### src/rtl/tlb_pkg.sv
// Shared types and constants for the TLB lookup/fill block.
// No dependencies; used by every module under rtl/.

package tlb_pkg;

  localparam int TLB_DEPTH_DEF = 8;

  localparam int KEY_W   = 28;
  localparam int FRAME_W = 12;
  localparam int CNT_W   = 32;
  localparam int ACT_W   = 4;

  localparam logic [ACT_W-1:0] ACT_RESET = 4'd4;

  localparam logic OP_LOOKUP = 1'b0;
  localparam logic OP_FILL   = 1'b1;

  typedef struct packed {
    logic        operation;
    logic [7:0]  segment;
    logic [7:0]  directory;
    logic [11:0] page;
    logic [11:0] fill_frame;
  } tlb_req_t;

  typedef struct packed {
    logic             hit;
    logic [11:0]      frame;
    logic [CNT_W-1:0] hit_count;
    logic [CNT_W-1:0] lookup_count;
  } tlb_rsp_t;

endpackage

### src/rtl/tlb_match.sv
// Parallel key compare across all entries of the TLB.
// Depends on tlb_pkg for the key width.

module tlb_match #(
  parameter int DEPTH = tlb_pkg::TLB_DEPTH_DEF
) (
  input  logic [tlb_pkg::KEY_W-1:0] key,
  input  logic [tlb_pkg::KEY_W-1:0] keys [DEPTH],
  input  logic [DEPTH-1:0]          valid,
  output logic [DEPTH-1:0]          hit_vec
);

  always_comb begin
    for (int i = 0; i < DEPTH; i++) begin
      hit_vec[i] = valid[i] && (keys[i] == key);
    end
  end

endmodule

### src/rtl/tlb_lru.sv
// Valid bits, recency ranks and occupancy of the TLB, plus victim/slot choice.
// Depends on tlb_pkg for the config width.

module tlb_lru #(
  parameter int DEPTH = tlb_pkg::TLB_DEPTH_DEF
) (
  input  logic                      clk,
  input  logic                      rst,
  input  logic                      en,
  input  logic                      fill,
  input  logic [tlb_pkg::ACT_W-1:0] active,
  input  logic [DEPTH-1:0]          hit_vec,
  output logic [DEPTH-1:0]          valid,
  output logic [DEPTH-1:0]          wr_vec
);

  localparam int RW   = (DEPTH > 1) ? $clog2(DEPTH) : 1;
  localparam int OCCW = $clog2(DEPTH + 1);
  localparam int LIMW = (OCCW > tlb_pkg::ACT_W) ? OCCW : tlb_pkg::ACT_W;

  logic [DEPTH-1:0] valid_next;
  logic [RW-1:0]    rec [DEPTH];
  logic [RW-1:0]    rec_next [DEPTH];
  logic [OCCW-1:0]  occ, occ_next, occ_m1;
  logic [LIMW-1:0]  limit;
  logic [RW-1:0]    hit_rec;
  logic             found, evict;
  logic [DEPTH-1:0] evict_vec, vmid, free, slot_vec;

  always_ff @(posedge clk) begin
    if (rst) begin
      valid <= '0;
      occ   <= '0;
      for (int i = 0; i < DEPTH; i++) begin
        rec[i] <= '0;
      end
    end else begin
      valid <= valid_next;
      occ   <= occ_next;
      rec   <= rec_next;
    end
  end

  // Recency ranks of valid entries form a permutation of 0..occ-1, so the
  // LRU entry is the one ranked occ-1.
  always_comb begin
    found   = |hit_vec;
    hit_rec = '0;
    for (int i = 0; i < DEPTH; i++) begin
      if (hit_vec[i]) hit_rec = hit_rec | rec[i];
    end

    limit = LIMW'(active);
    if (active == '0) begin
      limit = LIMW'(1);
    end else if (LIMW'(active) > LIMW'(DEPTH)) begin
      limit = LIMW'(DEPTH);
    end

    occ_m1 = occ - OCCW'(1);
    evict  = LIMW'(occ) >= limit;
    for (int i = 0; i < DEPTH; i++) begin
      evict_vec[i] = evict && valid[i] && (rec[i] == occ_m1[RW-1:0]);
    end
    vmid     = valid & ~evict_vec;
    free     = ~vmid;
    slot_vec = free & (~free + DEPTH'(1));  // lowest free entry

    valid_next = valid;
    rec_next   = rec;
    occ_next   = occ;
    wr_vec     = '0;

    if (en) begin
      if (found) begin
        for (int i = 0; i < DEPTH; i++) begin
          if (hit_vec[i]) begin
            rec_next[i] = '0;
          end else if (valid[i] && (rec[i] < hit_rec)) begin
            rec_next[i] = rec[i] + RW'(1);
          end
        end
        if (fill) wr_vec = hit_vec;
      end else if (fill) begin
        valid_next = vmid | slot_vec;
        occ_next   = evict ? occ : occ + OCCW'(1);
        for (int i = 0; i < DEPTH; i++) begin
          if (slot_vec[i]) begin
            rec_next[i] = '0;
          end else if (vmid[i]) begin
            rec_next[i] = rec[i] + RW'(1);
          end
        end
        wr_vec = slot_vec;
      end
    end
  end

  a_occ_count: assert property (@(posedge clk) disable iff (rst)
    occ == OCCW'($countones(valid)))
    else $error("occupancy out of step with valid bits");

  a_fill_valid: assert property (@(posedge clk) disable iff (rst)
    en && fill |=> valid != '0)
    else $error("fill left the buffer empty");

  a_lookup_keeps_set: assert property (@(posedge clk) disable iff (rst)
    en && !fill |=> $stable(valid) && $stable(occ))
    else $error("lookup changed the entry set");

endmodule

### src/rtl/tlb_lru_lookup_fill.sv
// Top level of the fully associative TLB with LRU replacement.
// Depends on tlb_pkg, tlb_match and tlb_lru.

// One item per clock: busy is always low, so start may be held high every
// cycle. An item accepted at one edge is registered, compared against all
// entries and applied to the LRU state in the next cycle, and its result is
// on rsp with done high in the cycle after that. The combinational parallel
// key compare and the registered recency update set this rate. The receiver
// cannot stall: each result is present for exactly one cycle.
// Write active_entries (cfg_we/cfg_wdata) only while no item is in flight.

module tlb_lru_lookup_fill #(
  parameter int TLB_DEPTH = tlb_pkg::TLB_DEPTH_DEF
) (
  input  logic                      clk,
  input  logic                      rst,
  input  logic                      start,
  output logic                      busy,
  input  tlb_pkg::tlb_req_t         req,
  output logic                      done,
  output tlb_pkg::tlb_rsp_t         rsp,
  input  logic                      cfg_we,
  input  logic [tlb_pkg::ACT_W-1:0] cfg_wdata
);

  logic                        in_valid;
  tlb_pkg::tlb_req_t           in_req;
  logic [tlb_pkg::ACT_W-1:0]   active_entries;
  logic [tlb_pkg::KEY_W-1:0]   key;
  logic [tlb_pkg::KEY_W-1:0]   key_mem [TLB_DEPTH];
  logic [tlb_pkg::FRAME_W-1:0] frame_mem [TLB_DEPTH];
  logic [TLB_DEPTH-1:0]        valid, hit_vec, wr_vec;
  logic                        found, is_fill;
  logic [tlb_pkg::FRAME_W-1:0] hit_frame;
  logic [tlb_pkg::CNT_W-1:0]   hits, hits_next, lookups, lookups_next;
  tlb_pkg::tlb_rsp_t           rsp_next;

  assign busy    = 1'b0;
  assign key     = {in_req.segment, in_req.directory, in_req.page};
  assign found   = |hit_vec;
  assign is_fill = in_req.operation == tlb_pkg::OP_FILL;

  always_ff @(posedge clk) begin
    if (rst) begin
      in_valid       <= 1'b0;
      done           <= 1'b0;
      hits           <= '0;
      lookups        <= '0;
      active_entries <= tlb_pkg::ACT_RESET;
    end else begin
      in_valid <= start && !busy;
      done     <= in_valid;
      hits     <= hits_next;
      lookups  <= lookups_next;
      if (cfg_we) active_entries <= cfg_wdata;
    end
  end

  always_ff @(posedge clk) begin
    if (start && !busy) in_req <= req;
    if (in_valid) rsp <= rsp_next;
  end

  // Entry storage: key written only for a new key, frame on every fill.
  always_ff @(posedge clk) begin
    for (int i = 0; i < TLB_DEPTH; i++) begin
      if (wr_vec[i]) begin
        frame_mem[i] <= in_req.fill_frame;
        if (!found) key_mem[i] <= key;
      end
    end
  end

  tlb_match #(.DEPTH(TLB_DEPTH)) u_match (
    .key     (key),
    .keys    (key_mem),
    .valid   (valid),
    .hit_vec (hit_vec)
  );

  tlb_lru #(.DEPTH(TLB_DEPTH)) u_lru (
    .clk     (clk),
    .rst     (rst),
    .en      (in_valid),
    .fill    (is_fill),
    .active  (active_entries),
    .hit_vec (hit_vec),
    .valid   (valid),
    .wr_vec  (wr_vec)
  );

  always_comb begin
    hit_frame = '0;
    for (int i = 0; i < TLB_DEPTH; i++) begin
      if (hit_vec[i]) hit_frame = hit_frame | frame_mem[i];
    end
  end

  always_comb begin
    hits_next    = hits;
    lookups_next = lookups;
    rsp_next     = '0;
    if (in_valid && !is_fill) begin
      if (lookups != '1) lookups_next = lookups + tlb_pkg::CNT_W'(1);
      if (found) begin
        if (hits != '1) hits_next = hits + tlb_pkg::CNT_W'(1);
        rsp_next.hit   = 1'b1;
        rsp_next.frame = hit_frame;
      end
    end
    rsp_next.hit_count    = hits_next;
    rsp_next.lookup_count = lookups_next;
  end

  a_no_dup_key: assert property (@(posedge clk) disable iff (rst)
    in_valid |-> $onehot0(hit_vec))
    else $error("key present in more than one entry");

  a_done_follows: assert property (@(posedge clk) disable iff (rst)
    done == $past(in_valid))
    else $error("result strobe out of step with item");

  a_hit_counted: assert property (@(posedge clk) disable iff (rst)
    done && rsp.hit |-> rsp.hit_count != '0 && rsp.lookup_count != '0)
    else $error("hit reported with zero count");

endmodule

### config.mk
export PLATFORM = sky130hd
export DESIGN_NAME = tlb_lru_lookup_fill
export DESIGN_NICKNAME = d
export VERILOG_FILES = /design/src/rtl/tlb_pkg.sv /design/src/rtl/tlb_match.sv /design/src/rtl/tlb_lru.sv /design/src/rtl/tlb_lru_lookup_fill.sv
export SDC_FILE = /design/constraint.sdc
export NUM_CORES = 1
export LEC_CHECK = 0
export BUFFER_PORTS_ARGS = -buffer_cell sky130_fd_sc_hd__buf_2
export CAP_MARGIN = 10
export CORE_UTILIZATION = 60
export CTS_CLUSTER_DIAMETER = 100
export DETAILED_ROUTE_END_ITERATION = 7
export PLACE_DENSITY = 0.77
export SYNTH_ARGS = -nofsm -noshare
export SYNTH_HDL_FRONTEND = slang
export SYNTH_HIERARCHICAL = 1
export SYNTH_SLANG_ARGS = --single-unit
### constraint.sdc
create_clock -name clk -period 6.94 [get_ports clk]
set_input_delay 1.388 -clock clk [delete_from_list [all_inputs] [get_ports clk]]
set_output_delay 1.388 -clock clk [all_outputs]
set_load 0.1 [all_outputs]
==> impl_metrics.toml <==
[status]
outcome = "finished, final reports clean"

[sta]
tightest_slew_ns = 1.15
period_minus_slack_ns = 4.94
timing.setup.tns_ns = 0
rsz0062_at_grt = "no"
slew_viol_final = 0
setup_violations = 0
timing.fmax_ghz = 0.202
skew_ns = 0.0426
post-route-period-util_pct = 71.2
slew_headroom_pct = 23.1
final.setup.worst_slack_ns = 2.00
final_hold_viol_count = 0

[critical_path]
ff2ff_setup_slack_ns = 2.00
worstPathCellList = "xor2_1, nor4_1, nand4_1, nor4_4, buf_4, a22oi_1, and4_1, ha_1, a21o_1, a21oi_1, o311ai_0, nand2_1, a31oi_1"
crit_required_ns = 7.45
critical_path_buf_inv_count = 1
path_class = "reg -> reg"
critPathMaxStageDelay_ns = 0.95
reg2reg_from = "in_req[14]"
r2r_end = "u_lru/rec[14]"
slowest_stage = "edfxtp_1"
crit_arrival_ns = 5.45
cp-end-kind = "flop"
worst_setup_path_start_kind = "flop"
r2r_cells = 13
crit_family = "simple AND/OR/NAND/NOR gates"
worstPathMaxFanout = 16

[finish]
finalNetCount = 1922
instances_no_fill = 2406
fill_cells = 2622
multi_input_area_mm2 = 0.00801
final_layout_size_suffix_gt1_share_pct = 17.2
register_area_mm2 = 0.0153
syn_to_final_growth_pct = 12.7
mostFrequentLayoutCells = "edfxtp_1 (438), xor2_1 (195), buf_2 (125)"
final_common_cell = "edfxtp_1"

[global_route]
grt-ovfl-total = 0
grt_max_degree = 73
grt.total_usage_pct = 25.3
grt_pass1_wl_um = 79200
grt_pass1_vias = 14355
antenna_found_initial = 0

[clock_network]
clk_pin_slew_worst_paths_ns = 0.06
cts.htree.levels = 2
cts_resized = 0
cts.sinks = 544
ctsHoldBuffers = 0
cts_tree = "built"
clk_latency_ns = 0.63
cts_root_buf = "clkbuf_16"
postCtsSetupBuffers = 0
clock_path_buffers = 3
numCtsBuffers = 55

[drt]
wl_met1_um = 20900
route.detailed.drc = 0
drt-wirelength-per-cell_um = 20.9
wl_um = 50400
vias_per_cell = 6.01
antenna_left = 0
dr_wl_met2_um = 24900
first_pass_iters = 5
drtIter0Drc = 966
dr_wl_met3_um = 3160
vias = 14461
highest_layer = "met4"

[yosys]
syn_avg_cell_area_um2 = 14.0
synth_edf_count = 438
synth_compound_area_share_pct = 7.30
yosys_warnings = 6
async_reset_ff_share_pct = 0
ys_seq_area_share_pct = 64.3
synth-simple-area-share_pct = 11.1
ys_types = 89
syn_area_mm2 = 0.0237
synth_xor_area_share_pct = 11.5
synthAdderAreaFrac_pct = 1.69
synthCells = 1696
synth_top_family_by_area = "XOR/XNOR gates"
synth-seq-cells = 544
synth_nets = 1777
yosys_most_used_dff = "edfxtp_1"
synthMuxAreaShare_pct = 1.90

[floorplanning]
coreArea_mm2 = 0.0388
rows = 72
initial_utilization_pct = 61.1
die_w_um = 201
num_io_pins = 128
die_h_um = 201
die-area_mm2 = 0.0404

[power]
ir_drop_mv = 0.226
leakagePower_nw = 9.34
power_mw = 7.08
power_density_mw_per_mm2 = 265

[placed_design]
portBuffers = 126
dpl.hpwl_um = 32600
dp_cells = 2301
gp_congestion = 0.915
pre_cts_slack_ns = 1.88

[min_path]
hold_start = "active_entries[0]"
hold_path_depth = 2
min_to = "active_entries[0]"
worstHoldPathType = "reg -> reg"

[run]
cap_violations = 0
metal layers:
layer,GRT usage (%),up-vias
li1,-,6687
met1,33.4,7134
met2,42.3,554
met3,4.22,86
met4,9.43,0
met5,0,-
worst reg2reg max path: cells and delay by family (launching register included):
| kind | cells | cell delay [ns] |
|---|---|---|
| simple gates | 5 | 1.98 |
| fa+ha+maj | 1 | 0.34 |
| compound gates | 5 | 1.07 |
| xor+xnor | 1 | 0.15 |
| buf+inv | 1 | 0.34 |
| flops | 1 | 0.95 |
sequential cells by signal, indices dropped and copies added (netlist names), 8 cells and up:
signal / count
key_mem: 224
frame_mem: 96
rsp: 77
in_req: 40
hits: 32
lookups: 32
u_lru/rec: 24
u_lru/valid: 8
report_power, final:
group	leakage, nW	internal, mW	switching [mW]
clock	0.890	1.73	1.24
sequential	4.81	3.60	0.101
combinational	3.64	0.111	0.306
cell type report:
cell class                      instances  share of cell area (%)
Tap cell                              518                    2.42
Timing Repair Buffer                  166                    3.49
Multi-Input combinational cell       1057                    29.9
Antenna cell                            1                 0.00935
Sequential cell                       544                    57.1
Clock inverter                         39                    1.57
Inverter                               17                   0.238
Clock buffer                           64                    5.27
Yosys cell counts, types with 5 or more instances:
library cell,instances,area (um^2)
and2_1,7,43.8
or3_1,11,68.8
nor2_1,87,327
o31ai_1,5,37.5
mux2_2,30,338
or4_1,10,75.1
nor4b_1,6,52.6
nand2_1,60,225
a21o_1,5,37.5
buf_4,12,90.1
dfxtp_1,106,2120
nand2b_1,11,68.8
clkbuf_1,32,120
a41o_1,5,50.1
buf_2,19,95.1
a221oi_1,12,105
and3_1,16,100
nor4_2,8,100
nand3_1,32,160
o211ai_1,5,37.5
and4_1,10,87.6
a31oi_1,20,125
nor2b_1,53,332
xor2_1,195,1710
xnor2_1,102,893
a21oi_1,41,205
ha_1,32,400
nand3b_1,6,45.0
o21ai_0,25,125
edfxtp_1,438,13200
buf_6,14,158
mux2i_1,9,90.1
a22oi_1,36,270
nor3_1,21,105
inv_1,15,56.3
a22o_1,12,105
nand4_1,45,282
nor4_1,49,307
cells by family (layout without fill, tap and decap cells):
group,after synthesis,after routing
buffers and inverters,95,286
and+or+nand+nor,456,456
AOI/OAI and AO/OA,225,225
xor gates and xnor gates,302,302
DFF,544,544
other,1,2
muxes,41,41
adders and majority gates,32,32
stage by stage:
| stage | area (um^2) | utilization, % | hold WS (ns) |
|---|---|---|---|
| floorplan | 23700 | - | 0.461 |
| global placement | 24900 | 64.2 | 0.497 |
| detailed placement | 24900 | 64.2 | 0.512 |
| CTS | 26800 | 68.9 | 0.529 |
| global route | 26800 | 68.9 | 0.562 |
| finish | 26800 | 68.9 | 0.522 |
how the worst max path moves through the flow:
stage / start / end / slack [ns] / cells after the start
2_1_floorplan: in_valid / key_mem[28] / 2.49 / 4
3_3_place_gp: in_req[35] / hits[15] / 1.98 / 11
3_5_place_dp: in_req[27] / hits[25] / 1.88 / 10
4_1_cts: in_req[27] / hits[25] / 1.79 / 10
5_1_grt: in_req[14] / u_lru/rec[14] / 1.62 / 13
6_report: in_req[14] / u_lru/rec[14] / 2.00 / 13
Note: power is estimated with default switching activity, not from simulation.
